[src/hw/rtl/lzjbd_pkg.sv]
// ----------------------------------------------------------------------------
// lzjbd_pkg
// Types and constants shared by the LZJB block decompressor modules.
// ----------------------------------------------------------------------------
package lzjbd_pkg;

    localparam int unsigned HIST_DEPTH   = 1024;
    localparam int unsigned HIST_AW      = $clog2(HIST_DEPTH);
    localparam int unsigned LEN_FIELD_W  = 6;
    localparam int unsigned RUN_LEN_BASE = 3;
    localparam int unsigned OFF_BITS     = 16 - LEN_FIELD_W;
    localparam int unsigned LEN_W        = 7;
    localparam int unsigned PROD_W       = HIST_AW + 1;

    // result status codes
    localparam logic [1:0] ST_OK        = 2'd0;
    localparam logic [1:0] ST_TRUNC_CTL = 2'd1;
    localparam logic [1:0] ST_TRUNC_MAT = 2'd2;
    localparam logic [1:0] ST_BAD_OFF   = 2'd3;

    typedef struct packed {
        logic [7:0] data_byte;
        logic       block_end;
    } t_in_beat;

    typedef struct packed {
        logic [7:0] byte_first;
        logic [7:0] byte_second;
        logic [1:0] byte_count;
        logic       run_last;
        logic [1:0] status;
        logic       block_done;
    } t_out_beat;

    typedef struct packed {
        logic               we;
        logic [HIST_AW-1:0] waddr;
        logic [7:0]         wdata;
        logic               re;
        logic [HIST_AW-1:0] raddr;
    } t_ram_req;

    typedef enum logic [3:0] {
        S_IN    = 4'b0001,
        S_GET_A = 4'b0010,
        S_GET_B = 4'b0100,
        S_PUSH1 = 4'b1000
    } t_state;

endpackage

[src/hw/rtl/lzjbd_core.sv]
// ----------------------------------------------------------------------------
// lzjbd_core
// Token decoder and match copy sequencer; drives the history RAM ports.
// ----------------------------------------------------------------------------
module lzjbd_core (
    input  logic                 i_clk,
    input  logic                 i_rst_n,
    input  logic                 i_in_valid,
    input  lzjbd_pkg::t_in_beat  i_in_data,
    output logic                 o_in_stall,
    input  logic                 i_res_ready,
    output logic                 o_res_push,
    output lzjbd_pkg::t_out_beat o_res_data,
    output lzjbd_pkg::t_ram_req  o_ram_req,
    input  logic [7:0]           i_ram_q
);

    lzjbd_pkg::t_state r_state, n_state;

    logic [lzjbd_pkg::HIST_AW-1:0] r_wp, n_wp;
    logic [lzjbd_pkg::PROD_W-1:0]  r_prod, n_prod;
    logic [7:0]                    r_ctl, n_ctl;
    logic [2:0]                    r_bitpos, n_bitpos;
    logic                          r_pending, n_pending;
    logic                          r_discard, n_discard;
    logic                          r_fresh, n_fresh;
    logic [lzjbd_pkg::LEN_W-1:0]   r_len, n_len;
    logic                          r_end, n_end;

    logic [7:0]                    r_hi, n_hi;
    logic [lzjbd_pkg::HIST_AW-1:0] r_src, n_src;
    logic                          r_off_one, n_off_one;
    logic [7:0]                    r_last, n_last;
    logic [7:0]                    r_b0, n_b0;

    logic                               accept;
    logic                               restart;
    logic                               put;
    logic [7:0]                         put_byte;
    logic [lzjbd_pkg::OFF_BITS-1:0]     off;
    logic [2:0]                         bp_next;
    logic [7:0]                         copy_byte;

    assign accept     = i_in_valid && (r_state == lzjbd_pkg::S_IN) && i_res_ready;
    assign o_in_stall = !((r_state == lzjbd_pkg::S_IN) && i_res_ready);
    assign off        = {r_hi[1:0], i_in_data.data_byte};
    assign bp_next    = r_fresh ? 3'd0 : r_bitpos + 3'd1;
    // offset one always repeats the byte written last
    assign copy_byte  = r_off_one ? r_last : i_ram_q;

    always_comb begin
        n_state   = r_state;
        n_wp      = r_wp;
        n_prod    = r_prod;
        n_ctl     = r_ctl;
        n_bitpos  = r_bitpos;
        n_pending = r_pending;
        n_discard = r_discard;
        n_fresh   = r_fresh;
        n_len     = r_len;
        n_end     = r_end;
        n_hi      = r_hi;
        n_src     = r_src;
        n_off_one = r_off_one;
        n_last    = r_last;
        n_b0      = r_b0;
        restart   = 1'b0;
        put       = 1'b0;
        put_byte  = i_in_data.data_byte;
        o_res_push = 1'b0;
        o_res_data = '0;
        o_ram_req  = '0;

        unique case (r_state)
            lzjbd_pkg::S_IN: begin
                if (accept) begin
                    if (r_discard) begin
                        restart = i_in_data.block_end;
                    end else if (r_pending) begin
                        n_pending = 1'b0;
                        if (off == '0 || {1'b0, off} > r_prod) begin
                            o_res_push            = 1'b1;
                            o_res_data.run_last   = 1'b1;
                            o_res_data.status     = lzjbd_pkg::ST_BAD_OFF;
                            o_res_data.block_done = i_in_data.block_end;
                            if (i_in_data.block_end) begin
                                restart = 1'b1;
                            end else begin
                                n_discard = 1'b1;
                            end
                        end else begin
                            n_src     = r_wp - off;
                            n_len     = lzjbd_pkg::LEN_W'(r_hi[7:2])
                                        + lzjbd_pkg::LEN_W'(lzjbd_pkg::RUN_LEN_BASE);
                            n_off_one = (off == lzjbd_pkg::OFF_BITS'(1));
                            n_end     = i_in_data.block_end;
                            o_ram_req.re    = 1'b1;
                            o_ram_req.raddr = r_wp - off;
                            n_state   = lzjbd_pkg::S_GET_A;
                        end
                    end else if (!r_fresh && r_bitpos == 3'd7) begin
                        n_ctl   = i_in_data.data_byte;
                        n_fresh = 1'b1;
                        if (i_in_data.block_end) begin
                            o_res_push            = 1'b1;
                            o_res_data.run_last   = 1'b1;
                            o_res_data.status     = lzjbd_pkg::ST_TRUNC_CTL;
                            o_res_data.block_done = 1'b1;
                            restart               = 1'b1;
                        end
                    end else begin
                        n_bitpos = bp_next;
                        n_fresh  = 1'b0;
                        if (r_ctl[bp_next]) begin
                            if (i_in_data.block_end) begin
                                o_res_push            = 1'b1;
                                o_res_data.run_last   = 1'b1;
                                o_res_data.status     = lzjbd_pkg::ST_TRUNC_MAT;
                                o_res_data.block_done = 1'b1;
                                restart               = 1'b1;
                            end else begin
                                n_hi      = i_in_data.data_byte;
                                n_pending = 1'b1;
                            end
                        end else begin
                            put                   = 1'b1;
                            o_res_push            = 1'b1;
                            o_res_data.byte_first = i_in_data.data_byte;
                            o_res_data.byte_count = 2'd1;
                            o_res_data.run_last   = 1'b1;
                            o_res_data.status     = lzjbd_pkg::ST_OK;
                            o_res_data.block_done = i_in_data.block_end;
                            restart               = i_in_data.block_end;
                        end
                    end
                end
            end

            lzjbd_pkg::S_GET_A: begin
                put      = 1'b1;
                put_byte = copy_byte;
                n_b0     = copy_byte;
                n_src    = r_src + lzjbd_pkg::HIST_AW'(1);
                n_len    = r_len - lzjbd_pkg::LEN_W'(1);
                if (r_len == lzjbd_pkg::LEN_W'(1)) begin
                    n_state = lzjbd_pkg::S_PUSH1;
                end else begin
                    o_ram_req.re    = 1'b1;
                    o_ram_req.raddr = r_src + lzjbd_pkg::HIST_AW'(1);
                    n_state         = lzjbd_pkg::S_GET_B;
                end
            end

            lzjbd_pkg::S_GET_B: begin
                // hold the RAM output until the result slot frees up
                if (i_res_ready) begin
                    put                    = 1'b1;
                    put_byte               = copy_byte;
                    n_src                  = r_src + lzjbd_pkg::HIST_AW'(1);
                    n_len                  = r_len - lzjbd_pkg::LEN_W'(1);
                    o_res_push             = 1'b1;
                    o_res_data.byte_first  = r_b0;
                    o_res_data.byte_second = copy_byte;
                    o_res_data.byte_count  = 2'd2;
                    o_res_data.status      = lzjbd_pkg::ST_OK;
                    if (r_len == lzjbd_pkg::LEN_W'(1)) begin
                        o_res_data.run_last   = 1'b1;
                        o_res_data.block_done = r_end;
                        restart               = r_end;
                        n_state               = lzjbd_pkg::S_IN;
                    end else begin
                        o_ram_req.re    = 1'b1;
                        o_ram_req.raddr = r_src + lzjbd_pkg::HIST_AW'(1);
                        n_state         = lzjbd_pkg::S_GET_A;
                    end
                end
            end

            lzjbd_pkg::S_PUSH1: begin
                if (i_res_ready) begin
                    o_res_push            = 1'b1;
                    o_res_data.byte_first = r_b0;
                    o_res_data.byte_count = 2'd1;
                    o_res_data.run_last   = 1'b1;
                    o_res_data.status     = lzjbd_pkg::ST_OK;
                    o_res_data.block_done = r_end;
                    restart               = r_end;
                    n_state               = lzjbd_pkg::S_IN;
                end
            end

            default: begin
                n_state = lzjbd_pkg::S_IN;
            end
        endcase

        if (put) begin
            o_ram_req.we    = 1'b1;
            o_ram_req.waddr = r_wp;
            o_ram_req.wdata = put_byte;
            n_wp            = r_wp + lzjbd_pkg::HIST_AW'(1);
            n_last          = put_byte;
            if (r_prod < lzjbd_pkg::PROD_W'(lzjbd_pkg::HIST_DEPTH)) begin
                n_prod = r_prod + lzjbd_pkg::PROD_W'(1);
            end
        end

        if (restart) begin
            n_wp      = '0;
            n_prod    = '0;
            n_ctl     = '0;
            n_bitpos  = 3'd7;
            n_pending = 1'b0;
            n_hi      = '0;
            n_discard = 1'b0;
            n_fresh   = 1'b0;
        end
    end

    always_ff @(posedge i_clk) begin
        if (!i_rst_n) begin
            r_state   <= lzjbd_pkg::S_IN;
            r_wp      <= '0;
            r_prod    <= '0;
            r_ctl     <= '0;
            r_bitpos  <= 3'd7;
            r_pending <= 1'b0;
            r_discard <= 1'b0;
            r_fresh   <= 1'b0;
            r_len     <= '0;
            r_end     <= 1'b0;
            r_hi      <= '0;
        end else begin
            r_state   <= n_state;
            r_wp      <= n_wp;
            r_prod    <= n_prod;
            r_ctl     <= n_ctl;
            r_bitpos  <= n_bitpos;
            r_pending <= n_pending;
            r_discard <= n_discard;
            r_fresh   <= n_fresh;
            r_len     <= n_len;
            r_end     <= n_end;
            r_hi      <= n_hi;
        end
    end

    always_ff @(posedge i_clk) begin
        r_src     <= n_src;
        r_off_one <= n_off_one;
        r_last    <= n_last;
        r_b0      <= n_b0;
    end

endmodule

[config.mk]
export PLATFORM = sky130hd
export DESIGN_NAME = lzjbd_core
export DESIGN_NICKNAME = d
export VERILOG_FILES = /design/src/hw/rtl/lzjbd_pkg.sv /design/src/hw/rtl/lzjbd_core.sv
export SDC_FILE = /design/constraint.sdc
export NUM_CORES = 1
export LEC_CHECK = 0
export BUFFER_PORTS_ARGS = -buffer_cell sky130_fd_sc_hd__buf_2
export CAP_MARGIN = 40
export CORE_ASPECT_RATIO = 1.5
export CORE_MARGIN = 5
export CORE_UTILIZATION = 50
export DETAILED_ROUTE_END_ITERATION = 6
export PLACE_DENSITY = 0.77
export SETUP_SLACK_MARGIN = 0.5
export SYNTH_ARGS = -nofsm -noshare
export SYNTH_HDL_FRONTEND = slang
export SYNTH_SLANG_ARGS = --single-unit
[constraint.sdc]
create_clock -name i_clk -period 2.5 [get_ports i_clk]
set_input_delay 0.125 -clock i_clk [delete_from_list [all_inputs] [get_ports i_clk]]
set_output_delay 0.125 -clock i_clk [all_outputs]
set_load 0.03 [all_outputs]
Word level (Yosys, flattened, before mapping)
Cells that the tools add are included.

Bits in registers: 82. Bits in latches: 0. RAM bits: 0. Memory bits (read-only): 0. Input bits: 21. Output and inout bits: 54. Word-level logic and storage cells: 156. Memories: 0.

$add $sub $neg: 7. Multiply operators: 0. Div/mod/pow operators: 0. $lt $le $gt $ge: 3. Equality and inequality tests: 13. Shift-type cells: 0. Multiplexer cells: 91. Bitwise logic cells: 6. Reductions and logical operators: 21.

Operators by type and width (count): $mux W8 (9); $mux W11 (6); $mux W4 (13); $mux W10 (5); $mux W1 (35); $mux W7 (5); $pmux W11 S3 (1); $pmux W10 S3 (1); $pmux W8 S3 (1); $mux W22 (1); $pmux W7 S3 (1); $add A10 B1 Y10 const B (2); $mux W19 (1); $pmux W6 S3 (1); $pmux W4 S4 (1); $pmux W8 S2 (1); $reduce_and A5 Y1 (3); $mux W6 (2); $ne A2 B2 Y1 const B (6); $reduce_and A6 Y1 (2); $add A11 B1 Y11 const B (1); $gt A10 B11 Y1 (1); $lt A11 B11 Y1 const B (1); $eq A10 B1 Y1 const B (1); other kinds (28) (40).

Depth between registers and ports, before layout
Depth after elaboration: 11. Mapped depth: 11. Depth with buffers taken out: 10.

Least setup slack after synthesis
No wires, ideal clock.

Path kind: flip-flop to output port. From: register r_state[1]. To: output port o_ram_req[11] (netlist name). Data arrival time: 2.724 ns. Required time: 2.375 ns. Path slack: -0.349 ns. Stages on the path, launching flop included: 10. Path buffers: 3. Cells stage by stage: dfxtp_1 > buf_6 > or4b_4 > or4_4 > buf_6 > a211oi_2 > nor2_1 > inv_1 > clkbuf_1 > and2_1.

RTL lines: start, declared (RTL line lzjbd_core.sv:18) `lzjbd_pkg::t_state r_state, n_state;`; start signal, assigned (RTL line lzjbd_core.sv:222) `r_state <= lzjbd_pkg::S_IN;`; start signal, assigned (RTL line lzjbd_core.sv:234) `r_state <= n_state;`; end, declared (RTL line lzjbd_core.sv:14) `output lzjbd_pkg::t_ram_req o_ram_req,`.

==> metrics <==
Final Max Slew Viols=0; clock sink total=82; Post-synth top cells=65 x nor2_1, 55 x dfxtp_1, 54 x nand2_1, 45 x inv_1, 35 x a21oi_1; Distinct cells, synth=65; Root Driver=clkbuf_16; LEAKAGE=3.28 nW; largest net degree at the start of global routing=18; fraction of layout instances using a drive strength above 1=0.466; final setup TNS=-9.91 ns; Yosys reg bits=~80; Psw=0.000933 W; maximum VDD drop=0.000359 V; Post-CTS Hold Buffers=0; Tot Pwr=0.00357 W; initial antenna violation count=1; Via-to-Cell Ratio=roughly 6.2; RSZ-0062 raised after global routing=yes; Max Fclk=361 MHz; Post-DRT Antenna Nets=0; post-route DRC violation count=0; Gate Count Post-Synth=620; filler cell count=587; WP data required=2.38 ns; die width=94.1 um; max-cap violation count=0; Initial DRT Pass Iterations=5; row count=46; Worst Max-Slew Pin Slew=roughly 0.61 ns; Worst Path Max Fanout=10; crit start category=flip-flop; Max-slew headroom=0.589; CTS tree=built; asr flop ratio synth=0; Final Wtd Congestion=0.882; number of I/O pins=75; Tot GR Track Use=0.298; Clock Latency Late Sink=0.35 ns; vias post-DR=5693; Layout Utilization=0.798; CTS Buffer Depth=2; crit path kind=flip-flop to primary output; crit end category=primary output; WL/cell=22.5 um; first-pass GRT wire length=29500 um; area leader, netlist=dfxtp_1; Worst-path clk slew=0.06 ns; Synth area leaders=dfxtp_1 21%, edfxtp_1 15%, ha_1 6.4%; total grt overflow=0; most frequent cell after synthesis=nor2_1; final worst-path cycle share=1.11; TritonCTS Buffers=9; average size of a mapped cell=8.56 um^2; chip height=136 um; initial drt markers=436; Post-synth EDFFs=27; PD cells=~430 mW/mm^2; ys flop type=dfxtp_1; pre-CTS setup slack=-0.0191 ns; Final WS setup=-0.270 ns; count of yosys warnings during synthesis=0; clock network power share=0.427; clk_skew=a little under 0.008 ns; die area=between 0.01 and 0.015 mm^2; Core Box Area=roughly 0.010 mm^2; DRT Wirelength=about 21000 um; status=complete, but fails checks; Flop pwr share=0.392; vias in the first global route=5786; initial core utilization=0.507; nets@finish=821; power share of the combinational group=0.181; sequential share of the synthesized area=0.360; Cell Int Power=0.00264 W; synthesized area=0.00531 mm^2; Final Instance Area=approximately 0.0084 mm^2; Sw Ratio=0.261; DP Area=roughly 0.0066 mm^2; failing checks=setup timing; Port-buffer cells=74; top cell type's share of synthesized area=0.207; syn_nets=669; Final min period=2.77 ns; Hold Vio Cnt, Final=0; critical path data arrival time=between 2 and 3 ns; Layout area overhead=57.4%; Hold Crit Class=input port to flip-flop; final setup violating endpoints=57; detailed placer's ending HPWL=12000 um; CTS H-tree lvls=3
[power groups by stage]
stage,registers [W],clock network [W],logic [W]
finish,0.00140,0.00153,0.000646
global route,0.00140,0.00157,0.000676
CTS,0.00140,0.00151,0.000576
detailed placement,0.00143,0,0.000421
global placement,0.00143,0,0.000412
floorplan,0.00143,0,0.000272
[kinds of logic after synthesis]
group,synth area share
XOR/XNOR,0.0660
buffers and inverters,0.0606
flip-flops,0.360
AND/OR/NAND/NOR,0.216
multiplexers,0.0566
adder cells (fa/ha/maj),0.0674
AO/OA/AOI/OAI,0.173
[worst paths after layout]
check	start	end	slack, ns	cells past startpoint
min reg2reg	r_ctl[3]	r_ctl[3]	0.46	2
min	i_rst_n	r_state[0]	0.08	2
max reg2reg	r_state[1]	r_wp[9]	-0.11	9
max	r_state[1]	o_res_data[19]	-0.27	6
[through the flow]
stage | instances | hold slack (ns)
2_1_floorplan | 620 | 0.265
3_3_place_gp | 862 | 0.418
3_5_place_dp | 862 | 0.424
4_1_cts | 910 | 0.0725
5_1_grt | 922 | 0.101
6_report | 922 | 0.0765
[worst max-delay path, stage by stage, from the launching register on]
cell and delay [ns]:
dfxtp_2 0.32, or4b_4 0.55, or4_4 0.58, a211o_4 0.33
buf_12 0.18, o21ai_4 0.18, buf_6 0.16
[sequential cells by signal, indices dropped and copies added (netlist names)]
name and flops:
r_ctl 8, r_last 8, r_len 7, r_wp 10, r_bitpos 3, r_discard 1
r_b0 8, r_state 4, r_src 10, r_off_one 1, r_hi 8, r_fresh 1
r_prod 11, r_pending 1, r_end 1
[cell type report]
class | instances | area [um^2] | area share
Multi-Input combinational cell | 462 | 4140 | 0.496
Sequential cell | 82 | 1950 | 0.233
Timing Repair Buffer | 171 | 1570 | 0.187
Clock buffer | 9 | 225 | 0.0270
Tap cell | 144 | 180 | 0.0216
Inverter | 45 | 176 | 0.0211
Clock inverter | 7 | 108 | 0.0129
Timing Repair inverter | 1 | 6.26 | 0.000749
Antenna cell | 1 | 2.50 | 0.000300
[layer usage]
| layer | vias up | part of all wire | global-route usage | routed length (um) |
|---|---|---|---|---|
| met1 | 2754 | 0.34 | 0.306 | 7040 |
| met4 | 0 | 0.063 | 0.173 | 1300 |
| met2 | 320 | 0.53 | 0.550 | 11100 |
| met5 | - | 0 | 0 | 0 |
| li1 | 2518 | - | - | - |
| met3 | 101 | 0.064 | 0.0576 | 1320 |
[cells in the final DEF (no fill, tap or decap), types with 15 or more instances in the layout]
cell type	instances
inv_1	35
nand2_1	49
nand3_1	15
nor2_1	59
dfxtp_1	35
mux2i_1	28
a21oi_1	15
dfxtp_2	16
and2_4	17
xnor2_1	17
buf_4	68
a21oi_2	17
edfxtp_1	27
buf_6	63
xor2_1	20
buf_2	29
[what timing repair did]
| item | in CTS | in global routing |
|---|---|---|
| gates cloned | 3 | 0 |
| setup endpoints to repair | 131 | 137 |
| pin swaps | 46 | 36 |
| setup buffers | 29 | 11 |
| gates resized for setup | 212 | 52 |
Power figures use the tool's default switching activity.
